File: src/sv/key_matrix_to_nkro_report_defines.svh
// Assertion macros for the keyboard matrix to NKRO report block.
// Used by the top level only; they assume its aclk and aresetn.
`ifndef KEY_MATRIX_TO_NKRO_REPORT_DEFINES_SVH
`define KEY_MATRIX_TO_NKRO_REPORT_DEFINES_SVH

// The consequent must hold in the same cycle as the antecedent.
`define KMNR_ASSERT_SAME(label, ante, cons, msg) \
    label: assert property (@(posedge aclk) disable iff (!aresetn) (ante) |-> (cons)) \
        else $error(msg);

// The consequent must hold in the cycle after the antecedent.
`define KMNR_ASSERT_NEXT(label, ante, cons, msg) \
    label: assert property (@(posedge aclk) disable iff (!aresetn) (ante) |=> (cons)) \
        else $error(msg);

`endif

File: src/sv/kmnr_pkg.sv
// Shared constants and types for the keyboard matrix to NKRO report block.
// Used by the controller, the datapath and the top level; depends on nothing.
`default_nettype none

package kmnr_pkg;

    // Sizing of the block.
    localparam int NUM_CHIPS    = 8;
    localparam int NUM_LAYERS   = 2;
    localparam int REPORT_BYTES = 32;

    // Field widths fixed by the interface.
    localparam int MAX_CHIPS = 8;
    localparam int CHIP_W    = 3;
    localparam int POS_W     = 6;
    localparam int CODE_W    = 8;
    localparam int IDX_W     = 5;
    localparam int MAP_AW    = 1 + POS_W;
    localparam int MAP_DEPTH = NUM_LAYERS * (1 << POS_W);
    localparam int REPORT_AW = $clog2(REPORT_BYTES);
    localparam int PADDR_W   = 2;
    localparam int PDATA_W   = 32;

    // Request types.
    localparam logic [1:0] REQ_KEYMAP_WRITE = 2'd0;
    localparam logic [1:0] REQ_SAMPLE       = 2'd1;
    localparam logic [1:0] REQ_FRAME_END    = 2'd2;

    // Key classes.
    localparam logic [1:0] CLASS_STANDARD = 2'd0;
    localparam logic [1:0] CLASS_MODIFIER = 2'd1;
    localparam logic [1:0] CLASS_OTHER    = 2'd2;

    // Keycode ranges.
    localparam logic [CODE_W-1:0] STD_FIRST = 8'h04;
    localparam logic [CODE_W-1:0] STD_LAST  = 8'hA4;
    localparam logic [4:0]        MOD_GROUP = 5'b11100;  // 0xE0 to 0xE7
    localparam logic [IDX_W-1:0]  STD_INDEX_OFFSET = 5'd2;

    // Register addresses.
    localparam logic [PADDR_W-1:0] ADDR_FN_POSITION = 2'd0;

    // Commands from the controller to the datapath.
    typedef struct packed {
        logic map_we;
        logic acc_we;
        logic frame_start;
        logic chip_inc;
        logic issue;
        logic emit;
    } kmnr_cmd_t;

    // Status from the datapath to the controller.
    typedef struct packed {
        logic any_diff;
        logic chip_diff_zero;
    } kmnr_status_t;

endpackage

`default_nettype wire

File: src/sv/kmnr_ctrl.sv
// Controller of the keyboard matrix to NKRO report block.
// Sequences requests and the frame-end walk; uses kmnr_pkg.
`default_nettype none

module kmnr_ctrl
    import kmnr_pkg::*;
(
    input  wire logic         aclk,
    input  wire logic         aresetn,
    input  wire logic         s_valid,
    output logic              s_ready,
    input  wire logic [1:0]   s_req_type,
    output logic              m_valid,
    input  wire logic         m_ready,
    input  wire kmnr_status_t status,
    output kmnr_cmd_t         cmd
);

    typedef enum logic [1:0] {
        ST_IDLE,
        ST_SCAN,
        ST_LOOKUP
    } state_t;

    state_t state_reg, state_next;
    logic   out_valid_reg, out_valid_next;
    logic   in_xfer;
    logic   out_free;

    assign s_ready  = (state_reg == ST_IDLE);
    assign m_valid  = out_valid_reg;
    assign in_xfer  = s_valid && s_ready;
    assign out_free = !out_valid_reg || m_ready;

    // Next state, commands and output valid.
    always_comb begin
        state_next     = state_reg;
        out_valid_next = out_valid_reg && !m_ready;
        cmd            = '0;
        case (state_reg)
            ST_IDLE: begin
                if (in_xfer) begin
                    case (s_req_type)
                        REQ_KEYMAP_WRITE: cmd.map_we = 1'b1;
                        REQ_SAMPLE:       cmd.acc_we = 1'b1;
                        REQ_FRAME_END: begin
                            cmd.frame_start = 1'b1;
                            state_next      = ST_SCAN;
                        end
                        default: ;
                    endcase
                end
            end
            ST_SCAN: begin
                // End the walk when no change is left; skip chips without changes; start a keymap read otherwise.
                if (!status.any_diff) begin
                    state_next = ST_IDLE;
                end else if (status.chip_diff_zero) begin
                    cmd.chip_inc = 1'b1;
                end else begin
                    cmd.issue  = 1'b1;
                    state_next = ST_LOOKUP;
                end
            end
            ST_LOOKUP: begin
                // Update the report once the output register is free.
                if (out_free) begin
                    cmd.emit       = 1'b1;
                    out_valid_next = 1'b1;
                    state_next     = status.any_diff ? ST_SCAN : ST_IDLE;
                end
            end
            default: state_next = ST_IDLE;
        endcase
    end

    // State and output valid registers.
    always_ff @(posedge aclk) begin
        if (!aresetn) begin
            state_reg     <= ST_IDLE;
            out_valid_reg <= 1'b0;
        end else begin
            state_reg     <= state_next;
            out_valid_reg <= out_valid_next;
        end
    end

endmodule

`default_nettype wire

File: src/sv/kmnr_datapath.sv
// Datapath of the keyboard matrix to NKRO report block: debounce
// accumulators, previous frame, keymap memory, report bytes and result
// register. Uses kmnr_pkg.
`default_nettype none

module kmnr_datapath
    import kmnr_pkg::*;
(
    input  wire logic              aclk,
    input  wire logic              aresetn,
    input  wire kmnr_cmd_t         cmd,
    output kmnr_status_t           status,
    input  wire logic [POS_W-1:0]  fn_position,
    input  wire logic [CHIP_W-1:0] s_chip_index,
    input  wire logic [7:0]        s_sample_byte,
    input  wire logic              s_first_read,
    input  wire logic              s_map_layer,
    input  wire logic [POS_W-1:0]  s_map_position,
    input  wire logic [CODE_W-1:0] s_map_keycode,
    output logic [CODE_W-1:0]      m_keycode,
    output logic                   m_press,
    output logic [1:0]             m_key_class,
    output logic [IDX_W-1:0]       m_report_index,
    output logic [7:0]             m_report_value,
    output logic                   m_last
);

    // Index of the highest set bit, which is the first scan position.
    function automatic logic [2:0] top_bit(input logic [7:0] v);
        logic [2:0] r;
        r = '0;
        for (int i = 0; i < 8; i++) begin
            if (v[i]) r = 3'(i);
        end
        return r;
    endfunction

    logic [7:0]        acc_reg  [MAX_CHIPS];
    logic [7:0]        prev_reg [MAX_CHIPS];
    logic [7:0]        diff_reg [MAX_CHIPS];
    logic [7:0]        report_reg [REPORT_BYTES];
    logic [CODE_W-1:0] keymap_mem [MAP_DEPTH];

    logic [CHIP_W-1:0] chip_reg;
    logic              layer_reg;
    logic              down_reg;
    logic [CODE_W-1:0] rd_data_reg;

    logic [CODE_W-1:0] keycode_reg;
    logic              press_reg;
    logic [1:0]        key_class_reg;
    logic [IDX_W-1:0]  report_index_reg;
    logic [7:0]        report_value_reg;
    logic              last_reg;

    logic [7:0]        now_vec [MAX_CHIPS];
    logic              fn_hit;
    logic [7:0]        chip_diff;
    logic [2:0]        pick_bit;
    logic [MAP_AW-1:0] rd_addr;
    logic              acc_chip_ok;
    logic              any_diff;

    logic              is_std;
    logic              is_mod;
    logic [1:0]        code_class;
    logic [IDX_W-1:0]  rpt_idx;
    logic [7:0]        bit_mask;
    logic [7:0]        rpt_old;
    logic [7:0]        rpt_new;

    // Pressed bits of this frame and the fn key layer select.
    always_comb begin
        for (int c = 0; c < MAX_CHIPS; c++) begin
            now_vec[c] = (c < NUM_CHIPS) ? ~acc_reg[c] : 8'h00;
        end
        fn_hit = now_vec[fn_position[POS_W-1:3]][~fn_position[2:0]];
    end

    // Walk status.
    always_comb begin
        any_diff = 1'b0;
        for (int c = 0; c < MAX_CHIPS; c++) begin
            any_diff = any_diff | (|diff_reg[c]);
        end
    end

    assign chip_diff             = diff_reg[chip_reg];
    assign status.any_diff       = any_diff;
    assign status.chip_diff_zero = (chip_diff == 8'h00);
    assign pick_bit              = top_bit(chip_diff);
    assign rd_addr               = {layer_reg, chip_reg, ~pick_bit};
    assign acc_chip_ok           = (int'(s_chip_index) < NUM_CHIPS);

    // Accumulators, previous frame and pending changes.
    always_ff @(posedge aclk) begin
        if (!aresetn) begin
            for (int c = 0; c < MAX_CHIPS; c++) begin
                acc_reg[c]  <= '0;
                prev_reg[c] <= '0;
                diff_reg[c] <= '0;
            end
            chip_reg  <= '0;
            layer_reg <= 1'b0;
        end else begin
            if (cmd.acc_we && acc_chip_ok) begin
                acc_reg[s_chip_index] <= s_first_read ? s_sample_byte
                                                      : (acc_reg[s_chip_index] & s_sample_byte);
            end
            if (cmd.frame_start) begin
                for (int c = 0; c < MAX_CHIPS; c++) begin
                    diff_reg[c] <= now_vec[c] ^ prev_reg[c];
                    prev_reg[c] <= now_vec[c];
                end
                chip_reg  <= '0;
                layer_reg <= fn_hit;
            end
            if (cmd.chip_inc) begin
                chip_reg <= chip_reg + 1'b1;
            end
            if (cmd.issue) begin
                diff_reg[chip_reg][pick_bit] <= 1'b0;
            end
        end
    end

    // Keymap memory with a registered read port.
    always_ff @(posedge aclk) begin
        if (cmd.map_we) begin
            keymap_mem[{s_map_layer, s_map_position}] <= s_map_keycode;
        end
        if (cmd.issue) begin
            rd_data_reg <= keymap_mem[rd_addr];
            down_reg    <= prev_reg[chip_reg][pick_bit];
        end
    end

    // Classification and report byte update of the looked-up key.
    always_comb begin
        is_std   = (rd_data_reg >= STD_FIRST) && (rd_data_reg <= STD_LAST);
        is_mod   = (rd_data_reg[7:3] == MOD_GROUP);
        bit_mask = 8'h01 << rd_data_reg[2:0];
        if (is_std) begin
            code_class = CLASS_STANDARD;
            rpt_idx    = rd_data_reg[7:3] + STD_INDEX_OFFSET;
        end else if (is_mod) begin
            code_class = CLASS_MODIFIER;
            rpt_idx    = '0;
        end else begin
            code_class = CLASS_OTHER;
            rpt_idx    = '0;
        end
        rpt_old = report_reg[rpt_idx[REPORT_AW-1:0]];
        rpt_new = down_reg ? (rpt_old | bit_mask) : (rpt_old & ~bit_mask);
    end

    // Report bytes, cleared at reset.
    always_ff @(posedge aclk) begin
        if (!aresetn) begin
            for (int i = 0; i < REPORT_BYTES; i++) begin
                report_reg[i] <= '0;
            end
        end else if (cmd.emit && (code_class != CLASS_OTHER)) begin
            report_reg[rpt_idx[REPORT_AW-1:0]] <= rpt_new;
        end
    end

    // Result register.
    always_ff @(posedge aclk) begin
        if (cmd.emit) begin
            keycode_reg      <= rd_data_reg;
            press_reg        <= down_reg;
            key_class_reg    <= code_class;
            report_index_reg <= rpt_idx;
            report_value_reg <= (code_class == CLASS_OTHER) ? 8'h00 : rpt_new;
            last_reg         <= !any_diff;
        end
    end

    assign m_keycode      = keycode_reg;
    assign m_press        = press_reg;
    assign m_key_class    = key_class_reg;
    assign m_report_index = report_index_reg;
    assign m_report_value = report_value_reg;
    assign m_last         = last_reg;

endmodule

`default_nettype wire

File: src/sv/key_matrix_to_nkro_report.sv
// Top level of the keyboard matrix to NKRO report block: configuration
// register, controller and datapath. Uses kmnr_pkg, kmnr_ctrl, kmnr_datapath
// and the assertion macros in key_matrix_to_nkro_report_defines.svh.
`default_nettype none
`include "key_matrix_to_nkro_report_defines.svh"

// Turns active-low shift-register samples into press and release results and
// keeps an NKRO report up to date. A keymap write or a sample byte is stored
// when it is taken. A frame end first compares the frame with the previous
// one; a frame without any change then ends the walk with no result.
// Otherwise the walk steps from one chip to the next, up to the chip of the
// last change, and handles each changed key with a keymap memory read, then
// the report byte update into the result register, waiting while the result
// register has not been taken; no new request is taken until the walk is
// done.
// Results come out chips in ascending order and MSB-first within a chip, and
// the final result of a frame has last set. Register 0 at byte address 0 holds
// the fn key position, which selects keymap layer 1 when that key is pressed.
module key_matrix_to_nkro_report
    import kmnr_pkg::*;
(
    input  wire logic               aclk,
    input  wire logic               aresetn,
    // Configuration port.
    input  wire logic               psel,
    input  wire logic               penable,
    input  wire logic               pwrite,
    input  wire logic [PADDR_W-1:0] paddr,
    input  wire logic [PDATA_W-1:0] pwdata,
    output logic [PDATA_W-1:0]      prdata,
    output logic                    pready,
    // Request channel.
    input  wire logic               s_valid,
    output logic                    s_ready,
    input  wire logic [1:0]         s_req_type,
    input  wire logic [CHIP_W-1:0]  s_chip_index,
    input  wire logic [7:0]         s_sample_byte,
    input  wire logic               s_first_read,
    input  wire logic               s_map_layer,
    input  wire logic [POS_W-1:0]   s_map_position,
    input  wire logic [CODE_W-1:0]  s_map_keycode,
    // Result channel.
    output logic                    m_valid,
    input  wire logic               m_ready,
    output logic [CODE_W-1:0]       m_keycode,
    output logic                    m_press,
    output logic [1:0]              m_key_class,
    output logic [IDX_W-1:0]        m_report_index,
    output logic [7:0]              m_report_value,
    output logic                    m_last
);

    logic [POS_W-1:0] fn_position_reg;
    logic             cfg_write;
    kmnr_cmd_t        cmd;
    kmnr_status_t     status;
    logic             frame_xfer;
    logic             walk_done;
    logic             last_out;
    logic             other_out;
    logic             other_clear;

    // Configuration register.
    assign pready    = 1'b1;
    assign cfg_write = psel && penable && pwrite && pready;
    assign prdata    = (paddr == ADDR_FN_POSITION) ? PDATA_W'(fn_position_reg) : '0;

    always_ff @(posedge aclk) begin
        if (!aresetn) begin
            fn_position_reg <= '0;
        end else if (cfg_write && (paddr == ADDR_FN_POSITION)) begin
            fn_position_reg <= pwdata[POS_W-1:0];
        end
    end

    kmnr_ctrl u_ctrl (
        .aclk       (aclk),
        .aresetn    (aresetn),
        .s_valid    (s_valid),
        .s_ready    (s_ready),
        .s_req_type (s_req_type),
        .m_valid    (m_valid),
        .m_ready    (m_ready),
        .status     (status),
        .cmd        (cmd)
    );

    kmnr_datapath u_datapath (
        .aclk           (aclk),
        .aresetn        (aresetn),
        .cmd            (cmd),
        .status         (status),
        .fn_position    (fn_position_reg),
        .s_chip_index   (s_chip_index),
        .s_sample_byte  (s_sample_byte),
        .s_first_read   (s_first_read),
        .s_map_layer    (s_map_layer),
        .s_map_position (s_map_position),
        .s_map_keycode  (s_map_keycode),
        .m_keycode      (m_keycode),
        .m_press        (m_press),
        .m_key_class    (m_key_class),
        .m_report_index (m_report_index),
        .m_report_value (m_report_value),
        .m_last         (m_last)
    );

    // Conditions watched by the assertions.
    assign frame_xfer  = s_valid && s_ready && (s_req_type == REQ_FRAME_END);
    assign walk_done   = cmd.emit && !status.any_diff;
    assign last_out    = m_valid && m_last;
    assign other_out   = m_valid && (m_key_class == CLASS_OTHER);
    assign other_clear = (m_report_index == '0) && (m_report_value == '0);

    // A new result is only loaded when the result register is free.
    `KMNR_ASSERT_SAME(a_emit_into_free, cmd.emit, (!m_valid || m_ready), "result overwritten")

    // A frame end stops further requests until its walk is done.
    `KMNR_ASSERT_NEXT(a_frame_blocks, frame_xfer, !s_ready, "request taken during a walk")

    // After the final change of a frame the block takes requests again.
    `KMNR_ASSERT_NEXT(a_last_releases, walk_done, (s_ready && last_out), "walk end not flagged")

    // Ignored keycodes always carry a zero report index and report value.
    `KMNR_ASSERT_SAME(a_other_zero, other_out, other_clear, "ignored key has report data")

endmodule

`default_nettype wire
File: config.mk
export PLATFORM = sky130hd
export DESIGN_NAME = key_matrix_to_nkro_report
export DESIGN_NICKNAME = d
export VERILOG_FILES = /design/src/sv/kmnr_pkg.sv /design/src/sv/kmnr_ctrl.sv /design/src/sv/kmnr_datapath.sv /design/src/sv/key_matrix_to_nkro_report.sv
export VERILOG_INCLUDE_DIRS = /design/src /design/src/sv
export SDC_FILE = /design/constraint.sdc
export NUM_CORES = 2
export LEC_CHECK = 0
export ABC_AREA = 1
export BUFFER_PORTS_ARGS = -buffer_cell sky130_fd_sc_hd__buf_2
export CORE_MARGIN = 3
export CORE_UTILIZATION = 30
export DETAILED_ROUTE_END_ITERATION = 7
export PLACE_DENSITY = 0.49
export SYNTH_ARGS = -nofsm -noshare
export SYNTH_HDL_FRONTEND = slang
export SYNTH_HIERARCHICAL = 1
export SYNTH_SLANG_ARGS = --single-unit
export TNS_END_PERCENT = 1
File: constraint.sdc
create_clock -name aclk -period 4.1 [get_ports aclk]
set_input_delay 0.82 -clock aclk [delete_from_list [all_inputs] [get_ports aclk]]
set_output_delay 0.82 -clock aclk [all_outputs]
set_load 0.05 [all_outputs]
==> flow_summary.json <==
{
  "outcome": "finished clean",
  "p_int_uw": 33170,
  "grt_max_degree": 106,
  "final_common_cell": "edfxtp_1",
  "max_cap_viol_count": 0,
  "ir_drop_mv": 0.9006,
  "synthCells": 6425,
  "overflow": 0,
  "core_um2": 225100,
  "num-fill-cells": 22650,
  "finalSetupTns_ps": 0,
  "synth_top_flop_cell": "edfxtp_1",
  "p_seq_frac": 0.304,
  "grt_pass1_vias": 44930,
  "combPwrFrac": 0.463,
  "post_cts_buffers": 0,
  "ant_nets": 0,
  "dr.pass1.iters": 6,
  "hold_viol_final": 0,
  "crit_path_end_kind": "flip-flop",
  "synth_area_um2": 68050,
  "switching_share": 0.4323,
  "largest_reg_flops": 1024,
  "seq_area_frac_synth": 0.6599,
  "cts_buffer_depth": 3,
  "worstSkewPairLatency_ps": 810,
  "grt_setup_unrepaired": "yes",
  "antenna_found_initial": 6,
  "vias_per_cell": 4.811,
  "ios": 130,
  "fp.dieArea_um2": 232600,
  "async_flop_share": 0,
  "max_freq_mhz": 253.6,
  "cp.required_ps": 4630,
  "cts_root_buffer": "clkbuf_16",
  "final_cell_mix": "edfxtp_1 (1442), nand2_1 (1087), inv_1 (781), nor2_1 (697), nand3_1 (592)",
  "period_minus_slack_ps": 3944,
  "grt_usage": 0.1694,
  "setup_viol": 0,
  "cts-htree-levels": 4,
  "clk_pin_slew_ps": 60,
  "yosysTopAreaCell": "edfxtp_1",
  "path_cells": "buf_12 > nand2_1 > nand3_1 > nand2_1 > nand2_1 > nand2_1 > nand2_1 > nand2_1 > nand2_1 > nand2_8 > nand2_8 > buf_12 > nand2_1 > nand3_1 > nand2_1 > o21ai_1 > nand2_1 > nor2_1 > nand3_1 > nand2_1 > inv_1",
  "die_w_um": 482.3,
  "p_clk_frac": 0.233,
  "cts-buffers-inserted": 160,
  "tritoncts": "built",
  "syn_avg_cell_area_um2": 10.59,
  "drive_gt1_frac": 0.1141,
  "yosysWarnings": 6,
  "instances_no_fill": 9760,
  "syn2layout_area_growth_pct": 15.26,
  "p_sw_uw": 25260,
  "p_leak_uw": 0.03038,
  "clock_sinks": 1522,
  "via_count": 46950,
  "start_util": 0.3023,
  "rows": 174,
  "final_max_slew_viol_count": 0,
  "critPathTopFamily": "simple AND/OR/NAND/NOR gates",
  "crit_type": "flip-flop to flip-flop",
  "powerDensity_nw_per_um2": 745.1,
  "worstPathMaxFanout": 73,
  "yosys_register_bits": 1522,
  "dp_cells": 9476,
  "synth-edff-count": 1442,
  "critPathLaunchType": "flip-flop",
  "io_buffer_count": 76,
  "fin_skew_ps": 37.46,
  "crit_buf_inv": 3,
  "grt_first_pass_wirelength_um": 296500,
  "min_path_type": "input pin to flip-flop",
  "place_congestion": 0.8737,
  "place_ws_ps": 51.22,
  "nets": 6721,
  "worst_pin_slew_ps": 1070,
  "fp.dieH_um": 482.3,
  "crit_arrival_ps": 4470,
  "yosys-top-cells-area": "edfxtp_1 (64%), nand2_1 (6.0%), nand3_1 (4.4%), inv_1 (4.3%), nor2_1 (3.9%)",
  "hold_buffers": 0,
  "slowest_stage": "buf_12",
  "drc_errors": 0,
  "netlist.area_leader.share": 0.6364,
  "critPathMaxStageDelay_ps": 370,
  "dr.first_iter.drc_count": 4397,
  "setup_ws_ps": 156.1,
  "hold_ws_ps": 350.6,
  "yosysUniqueCellTypes": 53,
  "dpl.hpwl_um": 129200,
  "period_share": 0.9619,
  "drt-total-wl_um": 201600,
  "detail_route.wl_per_cell_um": 20.65,
  "slew_headroom": 0.2837,
  "crit_top_cell": "nand2_1"
}
[worst register-to-register path, stage by stage (launching register included)]
cell	delay, ps
dfxtp_2	360
buf_12	270
nand2_1	120
nand3_1	100
nand2_1	60
nand2_1	110
nand2_1	100
nand2_1	60
nand2_1	70
nand2_1	160
nand2_8	150
nand2_8	260
buf_12	370
nand2_1	160
nand3_1	110
nand2_1	60
o21ai_1	360
nand2_1	100
nor2_1	220
nand3_1	220
nand2_1	150
inv_1	90
[metrics by stage]
| stage | total power, µW | utilization | cell area [µm²] |
|---|---|---|---|
| after floorplan | 34050 | - | 68200 |
| after global placement | 45020 | 0.3269 | 73590 |
| after detailed placement | 45070 | 0.3269 | 73590 |
| after CTS | 58800 | 0.3482 | 78380 |
| after global routing | 61940 | 0.3484 | 78430 |
| final | 58430 | 0.3484 | 78430 |
[routing by layer]
layer | up-vias | track usage | share of wire
li1 | 22250 | - | -
met1 | 23100 | 0.2415 | 0.46
met2 | 1337 | 0.2686 | 0.46
met3 | 263 | 0.02698 | 0.059
met4 | 0 | 0.04297 | 0.022
met5 | - | 0 | 0
[final timing paths]
kind,startpoint,endpoint,slack (ps),cells after the start
setup / recovery,flip-flop,u_datapath/rd_data_reg[3]$_DFFE_PP_,160,21
hold / removal,pwdata[4],fn_position_reg[4]$_SDFFE_PN0P_,350,5
setup reg to reg,flip-flop,u_datapath/rd_data_reg[3]$_DFFE_PP_,160,21
hold reg to reg,u_datapath/diff_reg[4][7]$_SDFFE_PP0P_,u_datapath/diff_reg[4][7]$_SDFFE_PP0P_,530,2
[kinds of logic after synthesis]
kind of cell             after synthesis  synth area share
XOR/XNOR                              28          0.003604
adder cells (fa/ha/maj)                5         0.0009194
other                                  3         0.0001655
flip-flops                          1522            0.6599
AO/OA/AOI/OAI                        815           0.06886
buffers and inverters               1186           0.07315
AND/OR/NAND/NOR                     2866            0.1934
[Yosys cell counts, types with 31 or more instances]
| master | instances |
|---|---|
| o21ai_1 | 148 |
| edfxtp_1 | 1442 |
| nor2_1 | 700 |
| dfxtp_1 | 80 |
| nand3_1 | 592 |
| clkbuf_1 | 101 |
| or2_2 | 43 |
| buf_2 | 202 |
| nand3b_1 | 248 |
| nor3_1 | 31 |
| buf_4 | 36 |
| nand2_1 | 1089 |
| nand4_1 | 36 |
| a22oi_1 | 134 |
| a21oi_1 | 152 |
| o21ai_0 | 267 |
| inv_1 | 781 |
| nor2_2 | 39 |
[power by group through the flow]
| stage | combinational (µW) | clock [µW] | sequential (µW) |
|---|---|---|---|
| final | 27000 | 13600 | 17800 |
| after global routing | 29600 | 14600 | 17800 |
| after CTS | 27100 | 14000 | 17700 |
| after detailed placement | 27000 | 0 | 18100 |
| after global placement | 26900 | 0 | 18100 |
| after floorplan | 16000 | 0 | 18100 |
[cell type report]
| cell class | instances | area [µm²] | share of cell area |
|---|---|---|---|
| diodes | 2 | 5.005 | 0.00006381 |
| clock buffers | 199 | 4267 | 0.05440 |
| clock inverters | 83 | 531.8 | 0.006780 |
| inverters | 808 | 3043 | 0.03880 |
| multi-input cells | 3757 | 18460 | 0.2353 |
| flip-flops and latches | 1522 | 44900 | 0.5726 |
| well taps | 2992 | 3744 | 0.04773 |
| repair buffers | 397 | 3478 | 0.04435 |
[repair_timing]
item | CTS | global route
endpoints found under the setup margin | 0 | 25
gates resized for setup | 0 | 10
hold endpoints to repair | 0 | 0
No activity file was read; power rests on OpenSTA's default activity.
